### config.mk
export PLATFORM = sky130hd
export DESIGN_NAME = tccs_useq
export DESIGN_NICKNAME = d
export VERILOG_FILES = /design/src/rtl/text_console_cursor_scroll_defines.svh /design/src/rtl/tccs_pkg.sv /design/src/rtl/tccs_useq.sv
export SDC_FILE = /design/constraint.sdc
export NUM_CORES = 1
export LEC_CHECK = 0
export BUFFER_PORTS_ARGS = -buffer_cell sky130_fd_sc_hd__buf_2
export CAP_MARGIN = 10
export CORE_MARGIN = 4
export CORE_UTILIZATION = 40
export CTS_CLUSTER_DIAMETER = 40
export DETAILED_ROUTE_END_ITERATION = 8
export SLEW_MARGIN = 30
export SYNTH_ARGS = -nofsm -noshare
export SYNTH_HDL_FRONTEND = slang
export SYNTH_SLANG_ARGS = --single-unit
export TNS_END_PERCENT = 30
### constraint.sdc
create_clock -name clk -period 2.5 [get_ports clk]
set_input_delay 0.125 -clock clk [delete_from_list [all_inputs] [get_ports clk]]
set_output_delay 0.125 -clock clk [all_outputs]
set_load 0.01 [all_outputs]
### src/rtl/text_console_cursor_scroll_defines.svh
// assertion macros for the text console cursor and scroll engine
// used by the top level only; expects clk and rst in scope
`ifndef TEXT_CONSOLE_CURSOR_SCROLL_DEFINES_SVH
`define TEXT_CONSOLE_CURSOR_SCROLL_DEFINES_SVH

// condition holds at every clock edge out of reset
`define TCCS_ASSERT_ALWAYS(label, cond, msg) \
  label: assert property (@(posedge clk) disable iff (rst) (cond)) else $error(msg);

// consequent holds in the cycle after the antecedent
`define TCCS_ASSERT_NEXT(label, ante, cons, msg) \
  label: assert property (@(posedge clk) disable iff (rst) (ante) |=> (cons)) else $error(msg);

`endif

### src/rtl/tccs_pkg.sv
// shared types, constants and microcode fields of the text console engine
// no dependencies; imported by every module of the block
package tccs_pkg;

  // screen geometry
  localparam int COLUMNS      = 80;
  localparam int ROWS         = 25;
  localparam int CELLS        = COLUMNS * ROWS;
  localparam int SCROLL_CELLS = (ROWS - 1) * COLUMNS;
  localparam int TAB_STOP     = 8;

  // field widths
  localparam int ADDR_W  = $clog2(CELLS);
  localparam int COL_W   = 7;
  localparam int ROW_W   = 5;
  localparam int CHAR_W  = 8;
  localparam int ATTR_W  = 8;
  localparam int DATA_W  = 16;
  localparam int MODE_W  = 2;
  localparam int STEP_W  = 4;

  // stream payload widths
  localparam int S_TDATA_W = 24;
  localparam int S_TUSER_W = MODE_W;
  localparam int M_TDATA_W = 40;

  localparam logic [ATTR_W-1:0] ATTR_RESET = 8'h0F;

  // character codes
  localparam logic [CHAR_W-1:0] CHAR_BS    = 8'h08;
  localparam logic [CHAR_W-1:0] CHAR_TAB   = 8'h09;
  localparam logic [CHAR_W-1:0] CHAR_LF    = 8'h0A;
  localparam logic [CHAR_W-1:0] CHAR_CR    = 8'h0D;
  localparam logic [CHAR_W-1:0] CHAR_SPACE = 8'h20;

  typedef enum logic [MODE_W-1:0] {
    MODE_PUT,
    MODE_CLEAR_SCREEN,
    MODE_CLEAR_ROW,
    MODE_READ
  } mode_t;

  // pointer range loads
  typedef enum logic [2:0] {
    PTR_NONE,
    PTR_ALL,
    PTR_SCROLL,
    PTR_LASTROW,
    PTR_CURROW
  } ptr_sel_t;

  // cursor updates
  typedef enum logic [1:0] {
    CUR_NONE,
    CUR_PUT,
    CUR_HOME_ROW,
    CUR_ZERO_COL
  } cur_op_t;

  // jump conditions
  typedef enum logic [2:0] {
    COND_ALWAYS,
    COND_DISPATCH,
    COND_SCROLL,
    COND_LAST,
    COND_OUT_FREE
  } cond_t;

  typedef logic [STEP_W-1:0] step_t;

  // microprogram step addresses
  localparam step_t STEP_CLR_INIT   = 4'd0;
  localparam step_t STEP_CLR_FILL   = 4'd1;
  localparam step_t STEP_IDLE       = 4'd2;
  localparam step_t STEP_PUT        = 4'd3;
  localparam step_t STEP_EMIT       = 4'd4;
  localparam step_t STEP_SCR_INIT   = 4'd5;
  localparam step_t STEP_SCR_COPY   = 4'd6;
  localparam step_t STEP_SCR_TAIL   = 4'd7;
  localparam step_t STEP_FILL_BLANK = 4'd8;
  localparam step_t STEP_CLR_SCREEN = 4'd9;
  localparam step_t STEP_CLR_ROW    = 4'd10;
  localparam step_t STEP_READ       = 4'd11;

  // datapath half of a control word
  typedef struct packed {
    logic     ready;
    ptr_sel_t ptr_sel;
    logic     fill;
    logic     fill_blank;
    logic     copy;
    logic     read;
    cur_op_t  cur_op;
    logic     emit;
  } dp_ctrl_t;

  // full control word
  typedef struct packed {
    dp_ctrl_t dp;
    cond_t    cond;
    logic     hold;
    step_t    target;
  } ucode_t;

  // datapath flags seen by the sequencer
  typedef struct packed {
    logic  accept;
    mode_t mode;
    logic  scroll;
    logic  last;
    logic  out_free;
  } dp_status_t;

  // screen memory request
  typedef struct packed {
    logic              we;
    logic [ADDR_W-1:0] waddr;
    logic [DATA_W-1:0] wdata;
    logic              re;
    logic [ADDR_W-1:0] raddr;
  } mem_req_t;

  // entry step for each mode
  function automatic step_t dispatch_step(mode_t mode);
    step_t s;
    case (mode)
      MODE_PUT:          s = STEP_PUT;
      MODE_CLEAR_SCREEN: s = STEP_CLR_SCREEN;
      MODE_CLEAR_ROW:    s = STEP_CLR_ROW;
      MODE_READ:         s = STEP_READ;
      default:           s = STEP_IDLE;
    endcase
    return s;
  endfunction

  // first cell of a row
  function automatic logic [ADDR_W-1:0] row_base(logic [ROW_W-1:0] row);
    return ADDR_W'(row) * ADDR_W'(COLUMNS);
  endfunction

endpackage

### src/rtl/tccs_useq.sv
// microcode sequencer: step counter, control store and jump logic
// depends on tccs_pkg; drives the datapath control word
module tccs_useq import tccs_pkg::*; (
  input  logic       clk,
  input  logic       rst,
  input  dp_status_t status,
  output dp_ctrl_t   ctrl
);

  step_t  pc;
  step_t  pc_next;
  ucode_t uc;
  logic   cond_true;
  step_t  jump_to;

  // control store
  always_comb begin
    uc        = '0;
    uc.cond   = COND_ALWAYS;
    uc.target = STEP_IDLE;
    case (pc)
      STEP_CLR_INIT: begin
        uc.dp.ptr_sel = PTR_ALL;
        uc.target     = STEP_CLR_FILL;
      end
      STEP_CLR_FILL: begin
        uc.dp.fill = 1'b1;
        uc.cond    = COND_LAST;
        uc.hold    = 1'b1;
        uc.target  = STEP_IDLE;
      end
      STEP_IDLE: begin
        uc.dp.ready = 1'b1;
        uc.cond     = COND_DISPATCH;
        uc.hold     = 1'b1;
      end
      STEP_PUT: begin
        uc.dp.cur_op = CUR_PUT;
        uc.cond      = COND_SCROLL;
        uc.target    = STEP_SCR_INIT;
      end
      STEP_EMIT: begin
        uc.dp.emit = 1'b1;
        uc.cond    = COND_OUT_FREE;
        uc.hold    = 1'b1;
        uc.target  = STEP_IDLE;
      end
      STEP_SCR_INIT: begin
        uc.dp.ptr_sel = PTR_SCROLL;
        uc.target     = STEP_SCR_COPY;
      end
      STEP_SCR_COPY: begin
        uc.dp.copy = 1'b1;
        uc.cond    = COND_LAST;
        uc.hold    = 1'b1;
        uc.target  = STEP_SCR_TAIL;
      end
      STEP_SCR_TAIL: begin
        uc.dp.ptr_sel = PTR_LASTROW;
        uc.target     = STEP_FILL_BLANK;
      end
      STEP_FILL_BLANK: begin
        uc.dp.fill       = 1'b1;
        uc.dp.fill_blank = 1'b1;
        uc.cond          = COND_LAST;
        uc.hold          = 1'b1;
        uc.target        = STEP_EMIT;
      end
      STEP_CLR_SCREEN: begin
        uc.dp.ptr_sel = PTR_ALL;
        uc.dp.cur_op  = CUR_HOME_ROW;
        uc.target     = STEP_FILL_BLANK;
      end
      STEP_CLR_ROW: begin
        uc.dp.ptr_sel = PTR_CURROW;
        uc.dp.cur_op  = CUR_ZERO_COL;
        uc.target     = STEP_FILL_BLANK;
      end
      STEP_READ: begin
        uc.dp.read = 1'b1;
        uc.target  = STEP_EMIT;
      end
      default: begin
        uc.target = STEP_IDLE;
      end
    endcase
  end

  // jump condition select
  always_comb begin
    case (uc.cond)
      COND_ALWAYS:   cond_true = 1'b1;
      COND_DISPATCH: cond_true = status.accept;
      COND_SCROLL:   cond_true = status.scroll;
      COND_LAST:     cond_true = status.last;
      COND_OUT_FREE: cond_true = status.out_free;
      default:       cond_true = 1'b1;
    endcase
    jump_to = (uc.cond == COND_DISPATCH) ? dispatch_step(status.mode) : uc.target;
  end

  // next step
  always_comb begin
    if (cond_true) begin
      pc_next = jump_to;
    end else if (uc.hold) begin
      pc_next = pc;
    end else begin
      pc_next = pc + step_t'(1);
    end
  end

  always_ff @(posedge clk) begin
    if (rst) begin
      pc <= STEP_CLR_INIT;
    end else begin
      pc <= pc_next;
    end
  end

  assign ctrl = uc.dp;

endmodule

Yosys cells after proc, flatten, opt, wreduce, memory -nomap -nowiden. Index checks and enable logic that the tools add are counted.

Register bits after elaboration: 4. Latch bits: 0. Memory bits (writable): 0. ROM bits: 0. Bits of input ports: 8. Output and inout port bits: 11. Logic and storage cells: 45. Memories: 0.

Add/subtract/negate cells: 1. $mul: 0. Div/mod/pow operators: 0. Order comparisons: 0. Equality and inequality tests: 19. Shift operators: 0. Multiplexer cells: 16. Bitwise gates (word level): 0. Reductions and logical operators: 8.

Operators by type and width (count): case mux 3 bit (4 select lines) (2); case mux 4 bit (6 select lines) (1); equality test 4 x 3 -> 1 bit, second input constant (4); equality test 4 bit, second input constant (4); case mux 4 bit (4 select lines) (1); 2-to-1 mux 4 bit (3); equality test 4 x 2 -> 1 bit, second input constant (2); 2-to-1 mux 1 bit (7); equality test 3 x 2 -> 1 bit, second input constant (2); case mux 2 bit (3 select lines) (1); OR reduction 2 bit (3); OR reduction 3 bit (2); OR reduction 5 bit (1); adder 4 x 1 -> 4 bit, second input constant (1); equality test 2 bit, second input constant (2); equality test 4 x 1 -> 1 bit, second input constant (1); logical NOT 4 bit (1); case mux 1 bit (4 select lines) (1); equality test 3 x 1 -> 1 bit, second input constant (1); equality test 3 bit, second input constant (1); equality test 2 x 1 -> 1 bit, second input constant (1); logical NOT 2 bit (1); != test 2 x 1 -> 1 bit, second input constant (1).

Depth between registers and ports, before layout.
Word-level depth: 6. Gate-level depth with buffers: 8. Mapped depth without buffers: 7.

Least setup slack after synthesis. OpenSTA, ideal clock, no wires.

Kind: reg-to-reg. Start point: register pc[0]. End point: register pc[1]. Setup time: 121 ps. Data arrival time: 1965 ps. Data required time: 2379 ps. Path slack: 414 ps. Cell stages (with the launch flop): 9. Path buffers: 1. Period minus slack after synthesis: 2086 ps. Cell sequence: dfxtp_1 > inv_1 > ha_1 > buf_4 > nor3b_1 > nand3_1 > nor3b_1 > a211oi_1 > mux2_2.

Word-level cells in the longest chain between the ends: 6. Elaborated cells on any way between the ends: 29. Classes of those cells: add/sub: 1; eq/ne: 16; mux: 7; reduce/logical: 5.

RTL lines: from (decl) (RTL line tccs_useq.sv:10) `step_t pc;`; from (signal assigned) (RTL line tccs_useq.sv:117) `pc <= pc_next;`; equality test 4 bit, or another cell as far along (RTL line tccs_useq.sv:21) `case (pc)`; OR reduction 3 bit (no line); case mux 3 bit (4 select lines) (RTL line tccs_useq.sv:21); equality test 3 bit, or another cell as far along (RTL line tccs_useq.sv:91) `case (uc.cond)`; case mux 1 bit (4 select lines) or 2-to-1 mux 4 bit (tied branches) (RTL line tccs_useq.sv:91, tccs_useq.sv:99); != test 2 x 1 -> 1 bit (no line) or 2-to-1 mux 4 bit (tied branches).

Parallel ways exist; a longest one is shown, timed or not. The select of a mux whose other input is x is not followed. A chain may end at the register's enable or synchronous reset.

Final worst setup path.
Start point: register pc[0]. End point: register pc[0].

Same word-level chain as after synthesis.

==> metrics.txt <==
GRT overflow 0; DRT antenna net count 0; Setup-failing EPs final 0; Yosys Warn Count 0; crit start category register; area grow syn2layout 17.6%; CTS Buffer Depth 2; Max rail drop VDD between 0.5 and 0.6 mV; vias in the first global route 589; Crit. End Element register; Peak Freq between 0.4 and 0.5 GHz; delay of the slowest cell on the worst path 0.45 ns; Power, Total 1010 µW; Num CTS Buffers 3; cell leakage power 0.000338 µW; slew margin rel. 58.7%; IO buf count 18; Hold/Removal Path Class in -> reg; setup TNS 0 ns; Core Footprint 1540 µm²; post-synth top area cell dfxtp_1; drt first pass iters 4; post-synth top area share 12.1%; worst skew pair latency 0.23 ns; Post-Syn Area per Cell 7.52 µm²; Vert. Die Dim between 40 and 50 µm; Sink Count 4; first-pass GRT wire length 2.59 mm; Post-CTS Repair Setup Buffers 0; number of synthesized register bits 4; GP Congestion 0.722; wire per inst 13.1 µm; Die X 48.7 µm; synthesized area 662 µm²; biggest regs pc: 4 flops; max_cap viols 0; Synthesized Nets 100; Routed WL between 1.5 and 2 mm; Max Slew Vio Count 0; Nets 119; Post-Synthesis Cells 88; ranking of synthesized cells by area dfxtp_1 (12%), ha_1 (7.6%), nor2b_1 (6.6%), and2_1 (4.7%), mux2i_1 (4.5%); critical path class reg -> reg; largest fanout on the critical path 14; Pwr Density 1290 nW/µm²; antenna violations before repair 0; critical path arrival 2.34 ns; Setup WS post-layout 0.283 ns; highest-delay cell along the critical path a221oi_2; Ports 19; DRC viols 0; detailed placement HPWL roughly 1.2 mm; DIE AREA 2370 µm²; Rows 14; DRT iter0 DRCs 9; Cell variety after synth 38; All-Layer GR Usage 13.5%; pre-CTS worst setup slack 0.281 ns; Via density 5.57; critical-path cell list inv_1, ha_1, nor2_1, a221oi_2, o22ai_2, and3_4, mux2_4; Biggest register pc; Initial Util 42.9%; Hold Vio Cnt, Final 0; Worst Skew 0.00331 ns; largest net degree at the start of global routing 20; fin crit share 88.7%; CTS root buf clkbuf_4; count of hold-fix buffers inserted at cts 0; total number of vias 674; RSZ-0062 raised after global routing no; Seq/Total Area, Yosys between 10% and 20%; max FFs per register 4; worst endpoint required time 2.62 ns; post_cts resized 0; status finished, final reports clean; diode count 0; worst slew pin tran 0.619 ns; Clock Pin Slew Worst Setup and Hold Paths ~0.040 ns; CTS H-Tree Depth 1; post-route minimum period 2.22 ns; share of cells above drive strength 1 31.4%; CTS tree built
-- path summary, 6_finish.rpt --
check | end | slack (ns) | startpoint | cells past startpoint
setup / recovery | pc[0] | 0.28 | pc[0] | 7
hold / removal | pc[2] | 0.16 | rst | 2
setup reg to reg | pc[0] | 0.28 | pc[0] | 7
hold reg to reg | pc[0] | 0.78 | pc[0] | 4
-- through the flow --
step	instance area [µm²]	instances	hold WS [ns]	utilization, %
2_1_floorplan	662	88	0.198	-
3_3_place_gp	756	118	0.407	49.0
4_1_cts	778	121	0.156	50.5
5_1_grt	778	121	0.164	50.5
6_report	778	121	0.159	50.5
3_5_place_dp	756	118	0.409	49.0
-- routing by layer --
| layer | routed length (µm) | track usage [%] | share of wire, % |
|---|---|---|---|
| met5 | 0 | 0 | 0 |
| met4 | 0 | 4.04 | 0 |
| met3 | 54 | 3.99 | 3.4 |
| met2 | 777 | 20.9 | 49 |
| met1 | 752 | 17.9 | 47 |
-- where the power goes --
part / internal, µW / switching [µW] / total (µW) / leakage [µW]
Sequential: 90.6 / 45.3 / 136 / 0.0000331
Combinational: 389 / 401 / 791 / 0.000291
Clock: 53.6 / 24.9 / 78.5 / 0.0000138
Total: 534 / 472 / 1010 / 0.000338
-- placed cells by master, fill, tap and decap left out, drive strengths merged --
master / netlist / layout
a21oi: 5 / 5
nand4: 1 / 1
o21bai: 1 / 1
or4b: 1 / 1
and2: 5 / 5
nor2: 8 / 8
xnor2: 1 / 1
nand3: 1 / 1
inv: 4 / 4
nand2: 4 / 4
o31ai: 2 / 2
a221oi: 2 / 2
nor4: 2 / 2
o22ai: 2 / 2
o211ai: 1 / 1
and3: 1 / 1
ha: 4 / 4
a211o: 1 / 1
nor4b: 1 / 1
buf: 7 / 22
nand2b: 2 / 2
nor2b: 7 / 7
mux2i: 3 / 3
nor3: 3 / 3
clkbuf: 1 / 3
nor3b: 4 / 4
mux2: 3 / 3
o21ai: 2 / 2
o311ai: 1 / 1
a211oi: 4 / 4
dfxtp: 4 / 4
-- synth_stat cells --
cell and instances:
a211o_1 1, a211oi_1 4, a21oi_1 4, a21oi_2 1, a221oi_1 1, a221oi_2 1
and2_1 5, and3_4 1, buf_1 1, buf_2 4, buf_4 1, buf_6 1
clkbuf_1 1, dfxtp_1 4, ha_1 4, inv_1 4, mux2_2 2, mux2_4 1
mux2i_1 3, nand2_1 4, nand2b_1 2, nand3_1 1, nand4_1 1, nor2_1 8
nor2b_1 7, nor3_1 3, nor3b_1 4, nor4_1 2, nor4b_1 1, o211ai_1 1
o21ai_0 2, o21bai_1 1, o22ai_1 1, o22ai_2 1, o311ai_1 1, o31ai_1 2
or4b_4 1, xnor2_1 1
-- worst max-delay path, delay by kind of cell, from the launching register on --
family | cells | cell delay [ns]
AOI/OAI and AO/OA | 2 | 0.62
adders and majority gates | 1 | 0.43
buffers and inverters | 1 | 0.11
DFF | 1 | 0.32
muxes | 1 | 0.28
and+or+nand+nor | 2 | 0.35
-- cell type report --
class | count | area [µm²]
inverters | 4 | 15.0
clock buffers | 3 | 22.5
repair buffers | 22 | 120
multi-input cells | 72 | 520
flip-flops and latches | 4 | 80.1
fillers | 158 | 763
well taps | 16 | 20.0
-- cells by family after synthesis --
group,after synthesis,synth area share (%)
compound gates,21,24.0
xor+xnor,1,1.32
fa+ha+maj,4,7.56
buf+inv,12,9.26
flops,4,12.1
mux,6,10.2
simple gates,40,35.5
Power figures use the tool's default switching activity.
